## src/dht11_receiver_threshold_control_defines.svh

```systemverilog
// ----------------------------------------------------------------------------
// DHT11 receiver assertion macros
// Shared concurrent assertion helpers for the sensor receiver block.
// ----------------------------------------------------------------------------
`ifndef DHT11_RECEIVER_THRESHOLD_CONTROL_DEFINES_SVH
`define DHT11_RECEIVER_THRESHOLD_CONTROL_DEFINES_SVH

`ifndef SYNTHESIS

// Same-cycle implication, disabled while in reset.
`define DHTRC_ASSERT_SAME(LBL, CLK, RSTN, ANTE, CONS, MSG) \
	LBL: assert property (@(posedge CLK) disable iff (!RSTN) (ANTE) |-> (CONS)) \
		else $error(MSG);

// Next-cycle implication, disabled while in reset.
`define DHTRC_ASSERT_NEXT(LBL, CLK, RSTN, ANTE, CONS, MSG) \
	LBL: assert property (@(posedge CLK) disable iff (!RSTN) (ANTE) |=> (CONS)) \
		else $error(MSG);

`else

`define DHTRC_ASSERT_SAME(LBL, CLK, RSTN, ANTE, CONS, MSG)
`define DHTRC_ASSERT_NEXT(LBL, CLK, RSTN, ANTE, CONS, MSG)

`endif

`endif

```

## src/dhtrc_pkg.sv

```systemverilog
// ----------------------------------------------------------------------------
// DHT11 receiver package
// Payload types, configuration types and fixed constants.
// ----------------------------------------------------------------------------
package dhtrc_pkg;

	localparam int FRAME_BITS = 40;
	localparam int BIT_CNT_W  = 6;

	// configuration register indexes
	localparam logic [2:0] REG_TEMP_THR   = 3'd0;
	localparam logic [2:0] REG_HUMID_THR  = 3'd1;
	localparam logic [2:0] REG_WATER_THR  = 3'd2;
	localparam logic [2:0] REG_TDS_THR    = 3'd3;
	localparam logic [2:0] REG_START_LOW  = 3'd4;
	localparam logic [2:0] REG_SAMPLE_DLY = 3'd5;

	typedef struct packed {
		logic       line_level;
		logic       start_req;
		logic [9:0] water_level;
		logic [9:0] tds_level;
	} tick_t;

	typedef struct packed {
		logic       drive_low;
		logic       fan_on;
		logic       pump_water_on;
		logic       pump_nutrient_on;
		logic       humidifier_on;
		logic       frame_done;
		logic       checksum_error;
		logic [7:0] humidity_out;
		logic [7:0] temperature_out;
		logic       busy_res;
	} result_t;

	typedef struct packed {
		logic [7:0]  temp_limit;
		logic [7:0]  humidity_limit;
		logic [9:0]  water_threshold;
		logic [9:0]  tds_limit;
		logic [15:0] start_low_ticks;
		logic [7:0]  sample_delay_ticks;
	} cfg_t;

	typedef struct packed {
		logic humid;
		logic pump_n;
		logic pump_w;
		logic fan;
	} flags_t;

	typedef struct packed {
		logic       good;
		flags_t     flags;
		logic [7:0] humidity;
		logic [7:0] temperature;
	} eval_t;

endpackage

```

## src/dhtrc_if.sv

```systemverilog
// ----------------------------------------------------------------------------
// DHT11 receiver channel interfaces
// Valid/ready channels for ticks, results and register writes.
// ----------------------------------------------------------------------------
interface dhtrc_tick_if;
	logic            valid;
	logic            ready;
	dhtrc_pkg::tick_t data;

	modport source (output valid, output data, input ready);
	modport sink   (input valid, input data, output ready);
endinterface

interface dhtrc_result_if;
	logic              valid;
	logic              ready;
	dhtrc_pkg::result_t data;

	modport source (output valid, output data, input ready);
	modport sink   (input valid, input data, output ready);
endinterface

interface dhtrc_cfg_if;
	logic        valid;
	logic        ready;
	logic [2:0]  index;
	logic [15:0] wdata;

	modport source (output valid, output index, output wdata, input ready);
	modport sink   (input valid, input index, input wdata, output ready);
endinterface

```

## src/dhtrc_cfg_regs.sv

```systemverilog
// ----------------------------------------------------------------------------
// DHT11 receiver register file
// Threshold and timing registers, written through the configuration channel.
// ----------------------------------------------------------------------------
module dhtrc_cfg_regs (
	input  logic          clk,
	input  logic          arst_n,
	dhtrc_cfg_if.sink     cfg,
	output dhtrc_pkg::cfg_t regs
);

	dhtrc_pkg::cfg_t regs_q;

	assign cfg.ready = 1'b1;
	assign regs      = regs_q;

	always_ff @(posedge clk or negedge arst_n) begin
		if (!arst_n) begin
			regs_q.temp_limit         <= 8'd25;
			regs_q.humidity_limit     <= 8'd50;
			regs_q.water_threshold    <= 10'd500;
			regs_q.tds_limit          <= 10'd200;
			regs_q.start_low_ticks    <= 16'd20000;
			regs_q.sample_delay_ticks <= 8'd30;
		end else if (cfg.valid) begin
			case (cfg.index)
				dhtrc_pkg::REG_TEMP_THR:   regs_q.temp_limit         <= cfg.wdata[7:0];
				dhtrc_pkg::REG_HUMID_THR:  regs_q.humidity_limit     <= cfg.wdata[7:0];
				dhtrc_pkg::REG_WATER_THR:  regs_q.water_threshold    <= cfg.wdata[9:0];
				dhtrc_pkg::REG_TDS_THR:    regs_q.tds_limit          <= cfg.wdata[9:0];
				dhtrc_pkg::REG_START_LOW:  regs_q.start_low_ticks    <= cfg.wdata;
				dhtrc_pkg::REG_SAMPLE_DLY: regs_q.sample_delay_ticks <= cfg.wdata[7:0];
				default: ;
			endcase
		end
	end

endmodule

```

## src/dhtrc_frame_eval.sv

```systemverilog
// ----------------------------------------------------------------------------
// DHT11 frame evaluation
// Checksum test and threshold comparison for a completed 40-bit frame.
// ----------------------------------------------------------------------------
module dhtrc_frame_eval (
	input  logic [dhtrc_pkg::FRAME_BITS-1:0] frame,
	input  dhtrc_pkg::cfg_t                  regs,
	input  logic [9:0]                       held_water,
	input  logic [9:0]                       held_tds,
	output dhtrc_pkg::eval_t                 eval
);

	logic [7:0] hum_int, hum_dec, tmp_int, tmp_dec, ck;
	logic [7:0] sum;

	assign hum_int = frame[39:32];
	assign hum_dec = frame[31:24];
	assign tmp_int = frame[23:16];
	assign tmp_dec = frame[15:8];
	assign ck      = frame[7:0];

	// modulo-256 sum of the four data bytes
	assign sum = hum_int + hum_dec + tmp_int + tmp_dec;

	always_comb begin
		eval.good         = (sum == ck);
		eval.humidity     = hum_int;
		eval.temperature  = tmp_int;
		eval.flags.fan    = (tmp_int > regs.temp_limit);
		eval.flags.pump_w = (held_water < regs.water_threshold);
		eval.flags.pump_n = (held_tds > regs.tds_limit);
		eval.flags.humid  = (hum_int < regs.humidity_limit);
	end

endmodule

```

## src/dht11_receiver_threshold_control.sv

```systemverilog
// ----------------------------------------------------------------------------
// DHT11 receiver with threshold control
// Single-wire humidity/temperature sensor receiver driving four actuator flags.
// ----------------------------------------------------------------------------
// Each input transaction is one timing tick of the sensor line; every accepted
// tick produces exactly one result transaction in the cycle after, showing the
// state after that tick. Ticks are taken one per clock: the whole tick update
// (phase, counters, shift register, checksum and threshold compare) is a
// single registered pass, so the only thing that holds ticks back is the
// result register still waiting for its transaction to be taken. A start
// strobe seen while idle latches the two ADC readings and pulls the line low
// for start_low_ticks ticks (the start tick counts as the first). The block
// then watches for the sensor answer (low, high, low) and receives 40 bits,
// each sampled sample_delay_ticks ticks after its rising edge. Zero in either
// timing register behaves as one. There are no timeouts: a silent sensor
// leaves the block busy. Registers may be written only while idle.
// ----------------------------------------------------------------------------
`include "dht11_receiver_threshold_control_defines.svh"

module dht11_receiver_threshold_control (
	input  logic        clk,
	input  logic        arst_n,
	dhtrc_tick_if.sink     ticks,
	dhtrc_result_if.source results,
	dhtrc_cfg_if.sink      cfg
);

	// Receive phases
	localparam logic [2:0] PH_IDLE      = 3'd0;
	localparam logic [2:0] PH_START_LOW = 3'd1;
	localparam logic [2:0] PH_ANS_LOW   = 3'd2;
	localparam logic [2:0] PH_ANS_HIGH  = 3'd3;
	localparam logic [2:0] PH_ANS_END   = 3'd4;
	localparam logic [2:0] PH_BIT_RISE  = 3'd5;
	localparam logic [2:0] PH_BIT_DELAY = 3'd6;
	localparam logic [2:0] PH_BIT_FALL  = 3'd7;

	localparam logic [dhtrc_pkg::BIT_CNT_W-1:0] LAST_BIT =
		dhtrc_pkg::BIT_CNT_W'(dhtrc_pkg::FRAME_BITS);

	dhtrc_pkg::cfg_t  regs;
	dhtrc_pkg::eval_t eval;

	// tick state
	logic [2:0]                          phase_q, phase_d;
	logic [15:0]                         tick_cnt_q, tick_cnt_d;
	logic [dhtrc_pkg::BIT_CNT_W-1:0]     bit_cnt_q, bit_cnt_d;
	logic [dhtrc_pkg::FRAME_BITS-1:0]    frame_q, frame_d, frame_nxt;
	logic [9:0]                          water_q, water_d, tds_q, tds_d;
	dhtrc_pkg::flags_t                   flags_q, flags_d;
	logic [7:0]                          hum_q, hum_d, temp_q, temp_d;

	// result register
	logic               res_valid_q;
	dhtrc_pkg::result_t res_q;

	logic        acc;
	logic        done_d, err_d;
	logic [15:0] tick_inc;
	logic [15:0] start_eff;
	logic [7:0]  delay_eff;
	logic [dhtrc_pkg::BIT_CNT_W-1:0] bit_inc;
	logic        line;

	dhtrc_cfg_regs u_cfg_regs (
		.clk    (clk),
		.arst_n (arst_n),
		.cfg    (cfg),
		.regs   (regs)
	);

	// Frame as it will look once the current line bit is shifted in
	assign frame_nxt = {frame_q[dhtrc_pkg::FRAME_BITS-2:0], ticks.data.line_level};

	dhtrc_frame_eval u_frame_eval (
		.frame      (frame_nxt),
		.regs       (regs),
		.held_water (water_q),
		.held_tds   (tds_q),
		.eval       (eval)
	);

	// Result register frees itself the same cycle its transaction goes out
	assign ticks.ready = !res_valid_q || results.ready;
	assign acc         = ticks.valid && ticks.ready;

	assign line      = ticks.data.line_level;
	assign tick_inc  = tick_cnt_q + 16'd1;
	assign bit_inc   = bit_cnt_q + 1'b1;
	assign start_eff = (regs.start_low_ticks == 16'd0) ? 16'd1 : regs.start_low_ticks;
	assign delay_eff = (regs.sample_delay_ticks == 8'd0) ? 8'd1 : regs.sample_delay_ticks;

	always_comb begin
		phase_d    = phase_q;
		tick_cnt_d = tick_cnt_q;
		bit_cnt_d  = bit_cnt_q;
		frame_d    = frame_q;
		water_d    = water_q;
		tds_d      = tds_q;
		flags_d    = flags_q;
		hum_d      = hum_q;
		temp_d     = temp_q;
		done_d     = 1'b0;
		err_d      = 1'b0;
		case (phase_q)
			PH_IDLE: begin
				if (ticks.data.start_req) begin
					water_d    = ticks.data.water_level;
					tds_d      = ticks.data.tds_level;
					tick_cnt_d = '0;
					bit_cnt_d  = '0;
					frame_d    = '0;
					phase_d    = PH_START_LOW;
				end
			end
			PH_START_LOW: begin
				tick_cnt_d = tick_inc;
				// counter wrap also ends the low pulse
				if (tick_inc >= start_eff || tick_inc == 16'd0) begin
					phase_d = PH_ANS_LOW;
				end
			end
			PH_ANS_LOW: begin
				if (!line) phase_d = PH_ANS_HIGH;
			end
			PH_ANS_HIGH: begin
				if (line) phase_d = PH_ANS_END;
			end
			PH_ANS_END: begin
				if (!line) phase_d = PH_BIT_RISE;
			end
			PH_BIT_RISE: begin
				if (line) begin
					tick_cnt_d = '0;
					phase_d    = PH_BIT_DELAY;
				end
			end
			PH_BIT_DELAY: begin
				tick_cnt_d = tick_inc;
				if (tick_inc >= {8'd0, delay_eff}) begin
					frame_d   = frame_nxt;
					bit_cnt_d = bit_inc;
					if (bit_inc >= LAST_BIT) begin
						done_d  = 1'b1;
						phase_d = PH_IDLE;
						if (eval.good) begin
							hum_d   = eval.humidity;
							temp_d  = eval.temperature;
							flags_d = eval.flags;
						end else begin
							err_d = 1'b1;
						end
					end else begin
						phase_d = PH_BIT_FALL;
					end
				end
			end
			PH_BIT_FALL: begin
				if (!line) phase_d = PH_BIT_RISE;
			end
			default: phase_d = PH_IDLE;
		endcase
	end

	always_ff @(posedge clk or negedge arst_n) begin
		if (!arst_n) begin
			phase_q    <= PH_IDLE;
			tick_cnt_q <= '0;
			bit_cnt_q  <= '0;
			frame_q    <= '0;
			water_q    <= '0;
			tds_q      <= '0;
			flags_q    <= '0;
			hum_q      <= '0;
			temp_q     <= '0;
		end else if (acc) begin
			phase_q    <= phase_d;
			tick_cnt_q <= tick_cnt_d;
			bit_cnt_q  <= bit_cnt_d;
			frame_q    <= frame_d;
			water_q    <= water_d;
			tds_q      <= tds_d;
			flags_q    <= flags_d;
			hum_q      <= hum_d;
			temp_q     <= temp_d;
		end
	end

	// Result register: valid clears under reset or when taken with no new tick, payload loads on every accepted tick
	always_ff @(posedge clk or negedge arst_n) begin
		if (!arst_n) begin
			res_valid_q <= 1'b0;
		end else if (acc) begin
			res_valid_q <= 1'b1;
		end else if (results.ready) begin
			res_valid_q <= 1'b0;
		end
	end

	always_ff @(posedge clk) begin
		if (acc) begin
			res_q.drive_low        <= (phase_d == PH_START_LOW);
			res_q.fan_on           <= flags_d.fan;
			res_q.pump_water_on    <= flags_d.pump_w;
			res_q.pump_nutrient_on <= flags_d.pump_n;
			res_q.humidifier_on    <= flags_d.humid;
			res_q.frame_done       <= done_d;
			res_q.checksum_error   <= err_d;
			res_q.humidity_out     <= hum_d;
			res_q.temperature_out  <= temp_d;
			res_q.busy_res         <= (phase_d != PH_IDLE);
		end
	end

	assign results.valid = res_valid_q;
	assign results.data  = res_q;

	// ------------------------------------------------------------------------
	// Assertions
	// ------------------------------------------------------------------------

	// a checksum error is only ever reported on the frame-completion tick
	`DHTRC_ASSERT_SAME(a_err_needs_done, clk, arst_n, results.valid && results.data.checksum_error, results.data.frame_done, "checksum_error without frame_done")

	// pulling the line low is part of a measurement
	`DHTRC_ASSERT_SAME(a_drive_implies_busy, clk, arst_n, results.valid && results.data.drive_low, results.data.busy_res, "drive_low while not busy")

	// the frame can only complete on the last of the 40 bits
	`DHTRC_ASSERT_SAME(a_done_on_last_bit, clk, arst_n, acc && done_d, bit_cnt_q == LAST_BIT - 1'b1, "frame completed at wrong bit count")

	// actuator flags move only on a good frame
	`DHTRC_ASSERT_NEXT(a_flags_hold, clk, arst_n, !(acc && done_d && !err_d), $stable(flags_q), "actuator flags changed without a good frame")

endmodule
```

## src/flat_wrapper.sv

```systemverilog
// flat-port wrapper written by rule: the top's interface ports become plain ports
module dht11_receiver_threshold_control_flat 
  (clk, arst_n, ticks_valid, ticks_data, ticks_ready, results_valid, results_data, results_ready, cfg_valid, cfg_index, cfg_wdata, cfg_ready);
  dhtrc_tick_if ticks_i ();
  dhtrc_result_if results_i ();
  dhtrc_cfg_if cfg_i ();
  input  logic clk;
  input  logic arst_n;
  input wire logic [$bits(ticks_i.valid)-1:0] ticks_valid;
  input wire logic [$bits(ticks_i.data)-1:0] ticks_data;
  output wire logic [$bits(ticks_i.ready)-1:0] ticks_ready;
  output wire logic [$bits(results_i.valid)-1:0] results_valid;
  output wire logic [$bits(results_i.data)-1:0] results_data;
  input wire logic [$bits(results_i.ready)-1:0] results_ready;
  input wire logic [$bits(cfg_i.valid)-1:0] cfg_valid;
  input wire logic [$bits(cfg_i.index)-1:0] cfg_index;
  input wire logic [$bits(cfg_i.wdata)-1:0] cfg_wdata;
  output wire logic [$bits(cfg_i.ready)-1:0] cfg_ready;
  assign ticks_i.valid = ticks_valid;
  assign ticks_i.data = ticks_data;
  assign ticks_ready = ticks_i.ready;
  assign results_valid = results_i.valid;
  assign results_data = results_i.data;
  assign results_i.ready = results_ready;
  assign cfg_i.valid = cfg_valid;
  assign cfg_i.index = cfg_index;
  assign cfg_i.wdata = cfg_wdata;
  assign cfg_ready = cfg_i.ready;
  dht11_receiver_threshold_control u_core (.clk(clk), .arst_n(arst_n), .ticks(ticks_i), .results(results_i), .cfg(cfg_i));
endmodule
```

## config.mk

```make
export PLATFORM = sky130hd
export DESIGN_NAME = dht11_receiver_threshold_control_flat
export DESIGN_NICKNAME = d
export VERILOG_FILES = /design/src/dhtrc_pkg.sv /design/src/dhtrc_if.sv /design/src/dhtrc_cfg_regs.sv /design/src/dhtrc_frame_eval.sv /design/src/dht11_receiver_threshold_control.sv /design/src/flat_wrapper.sv
export VERILOG_INCLUDE_DIRS = /design/src /design/src/src
export SDC_FILE = /design/constraint.sdc
export NUM_CORES = 1
export LEC_CHECK = 0
export BUFFER_PORTS_ARGS = -buffer_cell sky130_fd_sc_hd__buf_2
export CAP_MARGIN = 20
export CORE_MARGIN = 1.5
export CORE_UTILIZATION = 40
export DETAILED_ROUTE_END_ITERATION = 10
export HOLD_SLACK_MARGIN = 0.15
export PLACE_DENSITY = 0.63
export SETUP_SLACK_MARGIN = 0.4
export SLEW_MARGIN = 20
export SYNTH_ARGS = -nofsm -noshare
export SYNTH_HDL_FRONTEND = slang
export SYNTH_SLANG_ARGS = --single-unit
```

## constraint.sdc

```tcl
create_clock -name clk -period 6.05 [get_ports clk]
set_clock_uncertainty 0.15 [all_clocks]
set_input_delay 1.21 -clock clk [delete_from_list [all_inputs] [get_ports clk]]
set_output_delay 1.21 -clock clk [all_outputs]
set_load 0.01 [all_outputs]
```

==> results.sh, run 1 <==
export IMPL_p_leak_nw=5.762
export IMPL_dpl_hpwl_um=16120
export IMPL_drt_iter0_drc=422
export IMPL_routed_wl_um=22400
export IMPL_hp_class="reg2reg"
export IMPL_synthArstFlopShare=0.8730
export IMPL_post_place_ws_ps=1232
export IMPL_clock_latency_ps=440
export IMPL_critPathCaptureType="flip-flop"
export IMPL_vdd_drop_max_mv=0.2456
export IMPL_worstMarginPinSlew_ps=964.4
export IMPL_max_freq_ghz=0.2077
export IMPL_ctsHoldBuffers=0
export IMPL_timing_final_crit_share=0.7960
export IMPL_synthTopCellsByArea="dfrtp_1 (34%), ha_1 (8.2%), edfxtp_1 (6.9%), dfstp_2 (6.0%), mux2_2 (5.8%)"
export IMPL_num_vias=7061
export IMPL_numClockSinks=189
export IMPL_grt_ovfl_total=0
export IMPL_hold_path_startpoint="u_core.temp_q[4]"
export IMPL_cts_resized=0
export IMPL_crit_top_cell="fa_1"
export IMPL_synth_edff_count=24
export IMPL_clk_pin_slew_ps=70
export IMPL_slowest_stage="fa_1"
export IMPL_crit_path_max_fanout=40
export IMPL_ios=73
export IMPL_outcome="complete, no violations"
export IMPL_timing_rr_start="u_core.frame_q[16]"
export IMPL_via_per_inst=5.095
export IMPL_dieArea_sq_um=27150
export IMPL_hold_viol=0
export IMPL_drv_cap=0
export IMPL_drive_gt1_frac=0.1951
export IMPL_htreeDepth=4
export IMPL_grt_start_max_net_pins=59
export IMPL_cts_setup_buffers=0
export IMPL_worstPathArrival_ps=4990
export IMPL_synthTopCellsByCount="dfrtp_1 (141), nand2_1 (128), inv_1 (112), o21ai_0 (92), ha_1 (69)"
export IMPL_yosysSeqAreaShare=0.4661
export IMPL_floorplan_initialDensity=0.4052
export IMPL_fin_cells=1386
export IMPL_die_h_um=164.8
export IMPL_grt_usage=0.1747
export IMPL_nNetsFinal=1167
export IMPL_setup_violations=0
export IMPL_slew_viol_final=0
export IMPL_syn_nets=1112
export IMPL_grt_antenna_before_repair=1
export IMPL_crit_start="u_core.frame_q[16]"
export IMPL_clock_tree_buffer_depth=2
export IMPL_avgSynthCellArea_sq_um=10.65
export IMPL_synth_most_common_cell="dfrtp_1"
export IMPL_drt_pass1_iter_count=5
export IMPL_synth_seq_cells=189
export IMPL_p_per_area_nw_per_um2=440.2
export IMPL_synth_cell_types=67
export IMPL_crit_chain="fa_1 > fa_1 > ha_1 > inv_1 > fa_1 > xor2_1 > nand4_1 > or4b_1 > nor2b_1 > nand4_4 > nor2_8 > mux2_2"
export IMPL_routed_wire_length_per_instance_um=16.16
export IMPL_remaining_drc_errors=0
export IMPL_rsz0062_at_grt="false"
export IMPL_synthFlopType="dfrtp_1"
export IMPL_dp_cells=1354
export IMPL_synth_largest_area_cell="dfrtp_1"
export IMPL_rows=59
export IMPL_critPathLaunchType="flip-flop"
export IMPL_fin_ws_ps=1234
export IMPL_ant_nets=0
export IMPL_synth_top_area_frac=0.3370
export IMPL_tns_ps=0
export IMPL_die_width_um=164.8
export IMPL_grt_pass1_wl_um=36640
export IMPL_place_congestion=0.8126
export IMPL_synth_cells=983
export IMPL_grt_pass1_vias=6983
export IMPL_synthToLayoutAreaGrowth_pct=11.69
export IMPL_antenna_cells=0
export IMPL_fin_crit_ps=4816
export IMPL_critPathRequiredTime_ps=6220
export IMPL_yosys_warnings=0
export IMPL_cts_tree="built"
export IMPL_slew_headroom=0.3564
export IMPL_critical_path_class="reg2reg"
export IMPL_core_sq_um=25840
export IMPL_numCtsBuffers=17
export IMPL_io_buffers=71
export IMPL_cts_root_buffer="clkbuf_16"
export IMPL_synth_area_sq_um=10470
export IMPL_cpPeakStageDelay_ps=530
==> sequential cells by signal, summed over array words and instances (netlist names) <==
name and count:
u_core.hum_q 8, u_core.water_q 10, u_core.tds_q 10, u_core.u_cfg_regs.regs 60
u_core.results.data 24, u_core.temp_q 8, u_core.results.valid 1, u_core.bit_cnt_q 6
u_core.phase_q 3, u_core.flags_q 4, u_core.frame_q 39, u_core.tick_cnt_q 16
==> critical path: cells and delay by family (launching register included) <==
family	cells	cell delay, ps
AND/OR/NAND/NOR	5	1850
adder cells (fa/ha/maj)	4	1680
flip-flops	1	450
multiplexers	1	380
XOR/XNOR	1	130
buffers and inverters	1	60
==> final cells by class <==
class | instances | area [sq um]
Fill cell | 2416 | 14140
Sequential cell | 189 | 4880
Multi-Input combinational cell | 640 | 4970
Tap cell | 335 | 419.2
Inverter | 112 | 420.4
Clock inverter | 10 | 101.3
Clock buffer | 22 | 475.5
Timing Repair Buffer | 78 | 426.7
==> final timing paths <==
| check | to | slack, ps | cells after the start |
|---|---|---|---|
| max | u_core.flags_q[3] | 1230 | 12 |
| min | u_core.temp_q[4] | 340 | 1 |
| max in group asynchronous | u_core.tick_cnt_q[15] | 4010 | 2 |
| min reg2reg | u_core.temp_q[4] | 340 | 1 |
| min in group asynchronous | u_core.u_cfg_regs.regs[34] | 570 | 1 |
| max reg2reg | u_core.flags_q[3] | 1230 | 12 |
==> logic make-up after synthesis <==
group                    synth area share
AO/OA/AOI/OAI                      0.1144
XOR/XNOR                          0.02426
multiplexers                       0.1120
flip-flops                         0.4661
other                           0.0003582
AND/OR/NAND/NOR                    0.1088
buffers and inverters             0.06490
adder cells (fa/ha/maj)            0.1092
==> per-layer routing <==
metal / routed length (um) / share of wire / global-route usage / vias to the layer above
li1: - / - / - / 3488
met1: 10480 / 0.47 / 0.2363 / 3450
met5: 0 / 0 / 0 / -
met4: 320 / 0.014 / 0.04668 / 0
met3: 846 / 0.038 / 0.03817 / 18
met2: 10750 / 0.48 / 0.2830 / 105
==> cell usage in the layout (no fill, tap or decap), types with 14 or more instances in the layout <==
cell type  count
ha_1          69
clkbuf_16     18
nor2_1        20
inv_1        112
buf_2         70
mux2i_1       44
fa_1          14
xor2_1        14
o21ai_0       92
a21oi_1       18
a21o_1        16
dfrtp_1      141
edfxtp_1      24
nand2_1      128
dfstp_2       24
xnor2_1       15
mux2_2        54
==> through the flow <==
| stage | hold slack [ps] | power [mW] | util | area, sq um |
|---|---|---|---|---|
| final | 341.9 | 5.147 | 0.4525 | 11690 |
| after global routing | 360.2 | 5.598 | 0.4525 | 11690 |
| after CTS | 345.7 | 5.202 | 0.4515 | 11670 |
| after detailed placement | 326.0 | 4.051 | 0.4292 | 11090 |
| after global placement | 318.5 | 3.989 | 0.4292 | 11090 |
| after floorplan | 308.0 | 3.500 | - | 10470 |
==> where the power goes <==
| part | total (mW) | leakage, nW | switching [mW] | internal (mW) |
|---|---|---|---|---|
| clock | 1.12 | 0.287 | 0.510 | 0.612 |
| sequential | 1.91 | 2.32 | 0.295 | 1.62 |
| combinational | 2.11 | 3.16 | 1.14 | 0.971 |
| total | 5.15 | 5.76 | 1.95 | 3.20 |
Note: power is estimated with default switching activity, not from simulation.
==> run 2, diff against run 1 <==
--- a/config.mk
+++ b/config.mk
@@ -12,7 +12,7 @@
 export CORE_UTILIZATION = 40
 export DETAILED_ROUTE_END_ITERATION = 10
 export HOLD_SLACK_MARGIN = 0.15
-export PLACE_DENSITY = 0.63
+export PLACE_DENSITY = 0.65
 export SETUP_SLACK_MARGIN = 0.4
 export SLEW_MARGIN = 20
 export SYNTH_ARGS = -nofsm -noshare
==> constraint.sdc (replaced) <==
create_clock -name clk -period 4 [get_ports clk]
set_clock_uncertainty 0.15 [all_clocks]
set_input_delay 0.8 -clock clk [delete_from_list [all_inputs] [get_ports clk]]
set_output_delay 0.8 -clock clk [all_outputs]
set_load 0.01 [all_outputs]
==> run 2 against run 1 <==
  * The run now ends with negative setup slack left
  * Sequential cell count is the same
  * Sequential power grew 48%
  * Clock-buffer cell count shrank 3
  * Routed wire length grew 5.5%
  * Critical path depth grew 1
  * First-iteration DRC count shrank 19%
  * Worst setup slack lost 1400 ps
  * Global-route usage grew 0.39 points
  * Via count grew 4.8%
  * Combinational power grew 78%
  * Sequential share of layout area shrank 2.6 points
  * Cell area grew 6.8%
  * Largest power group unchanged
  * Highest routed layer unchanged
==> results.sh, run 2 (same netlist as run 1, synthesis figures left out) <==
export IMPL_p_seq_frac=0.339
export IMPL_cts_tree="built"
export IMPL_fin_cells=1444
export IMPL_p_sw_frac=0.3852
export IMPL_slew_viol_final=0
export IMPL_nNetsFinal=1225
export IMPL_dp_cells=1404
export IMPL_cts_root_buffer="clkbuf_16"
export IMPL_place_congestion=0.8164
export IMPL_timing_final_crit_share=1.053
export IMPL_ff_latch_area_sq_um=4882
export IMPL_hp_class="in2async"
export IMPL_setup_violations=39
export IMPL_num_vias=7402
export IMPL_hold_ws_ps=191.9
export IMPL_floorplan_initialDensity=0.4052
export IMPL_max_freq_ghz=0.2373
export IMPL_drv_cap=0
export IMPL_antenna_cells=0
export IMPL_remaining_drc_errors=0
export IMPL_slowest_stage="or4b_4"
export IMPL_p_per_area_nw_per_um2=667.1
export IMPL_crit_family="adder cells"
export IMPL_fin_ws_ps=-213.9
export IMPL_pwr_share_clk=0.211
export IMPL_grt_ovfl_total=0
export IMPL_htreeDepth=4
export IMPL_grt_pass1_wl_um=37680
export IMPL_cp_num_buf_inv=2
export IMPL_drt_pass1_iter_count=4
export IMPL_p_leak_nw=6.120
export IMPL_ios=73
export IMPL_critPathCaptureType="flip-flop"
export IMPL_multi_input_area_sq_um=5149
export IMPL_rows=59
export IMPL_clock_tree_buffer_depth=2
export IMPL_critPathLaunchType="flip-flop"
export IMPL_netSwitchingPower_mw=3.208
export IMPL_violations="negative setup slack"
export IMPL_routed_wire_length_per_instance_um=16.37
export IMPL_clock_latency_ps=430
export IMPL_post_place_ws_ps=-242.5
export IMPL_grt_pass1_vias=7247
export IMPL_grt_start_max_net_pins=68
export IMPL_ctsHoldBuffers=0
export IMPL_timing_rr_start="u_core.frame_q[8]"
export IMPL_dpl_hpwl_um=16930
export IMPL_drt_iter0_drc=342
export IMPL_crit_chain="fa_1 > fa_1 > ha_2 > inv_2 > fa_1 > xor2_1 > nand4_1 > or4b_4 > nor2b_4 > nand4_4 > nor2_8 > clkbuf_16 > mux2_4"
export IMPL_die_h_um=164.8
export IMPL_hold_viol=0
export IMPL_core_sq_um=25840
export IMPL_final_common_cell="dfrtp_1"
export IMPL_critPathRequiredTime_ps=4160
export IMPL_ant_nets=0
export IMPL_grt_usage=0.1786
export IMPL_crit_top_cell="fa_1"
export IMPL_fin_crit_ps=4214
export IMPL_p_int_mw=5.119
export IMPL_vdd_drop_max_mv=0.3434
export IMPL_via_per_inst=5.126
export IMPL_numClockSinks=189
export IMPL_rsz0062_at_grt="true"
export IMPL_crit_start="u_core.frame_q[8]"
export IMPL_dieArea_sq_um=27150
export IMPL_outcome="complete, but fails checks"
export IMPL_critical_path_class="reg2reg"
export IMPL_io_buffers=71
export IMPL_power_mw=8.327
export IMPL_drive_gt1_frac=0.2741
export IMPL_largest_reg_flops=60
export IMPL_clk_pin_slew_ps=80
export IMPL_n_fill_cell=2337
export IMPL_die_width_um=164.8
export IMPL_cpPeakStageDelay_ps=520
export IMPL_numCtsBuffers=17
export IMPL_worstPathArrival_ps=4380
export IMPL_grt_antenna_before_repair=0
export IMPL_worstMarginPinSlew_ps=833.5
export IMPL_crit_path_max_fanout=6
export IMPL_synthToLayoutAreaGrowth_pct=19.23
export IMPL_slew_headroom=0.4413
export IMPL_comb_power_share=0.450
export IMPL_routed_wl_um=23630
export IMPL_final_cell_mix="dfrtp_1 (139), nand2_1 (122), inv_1 (111)"
==> run 2: power groups by stage <==
stage	Sequential (mW)	Clock (mW)	Combinational (mW)
after floorplan	2.77	0	2.58
after global placement	2.84	0	3.53
after detailed placement	2.85	0	3.61
after CTS	2.82	1.78	3.67
after global routing	2.90	1.85	4.23
final	2.83	1.75	3.75
==> run 2: path summary, 6_finish.rpt <==
kind / to / slack, ps / depth (start not counted)
worst min register to register: u_core.water_q[0] / 360 / 1
worst min-delay path: u_core.results.valid / 190 / 1
max in group asynchronous: u_core.u_cfg_regs.regs[27] / 2510 / 2
min in group clk: u_core.water_q[0] / 360 / 1
worst max-delay path: u_core.hum_q[5] / -210 / 13
worst max register to register: u_core.hum_q[5] / -210 / 13
==> run 2: timing repair <==
item | 4_1_cts | 5_1_grt
setup endpoints to repair | 88 | 87
gates cloned | 0 | 2
setup buffers | 1 | 5
resized for setup | 23 | 40
pin swaps | 0 | 5
==> run 2: layout make-up <==
cell class	instances	share of cell area
multi-input combinational	640	0.4125
sequential	189	0.3911
timing repair buffer	136	0.07979
clock buffer	19	0.03809
inverter	112	0.03368
tap	335	0.03358
clock inverter	13	0.01123
==> run 2: layer usage <==
layer	vias to the layer above	global-route usage	routed length, um
li1	3604	-	-
met1	3654	0.2506	11190
met2	124	0.2888	11320
met3	20	0.02762	865
met4	0	0.04505	261
met5	-	0	0
==> run 2: through the flow <==
stage	instance area, sq um	TNS, ps	utilization
after floorplan	10490	-678.7	-
after global placement	11550	-4431	0.4472
after detailed placement	11560	-6200	0.4473
after CTS	12270	-5693	0.4747
after global routing	12480	-11210	0.4831
final	12480	-5253	0.4831
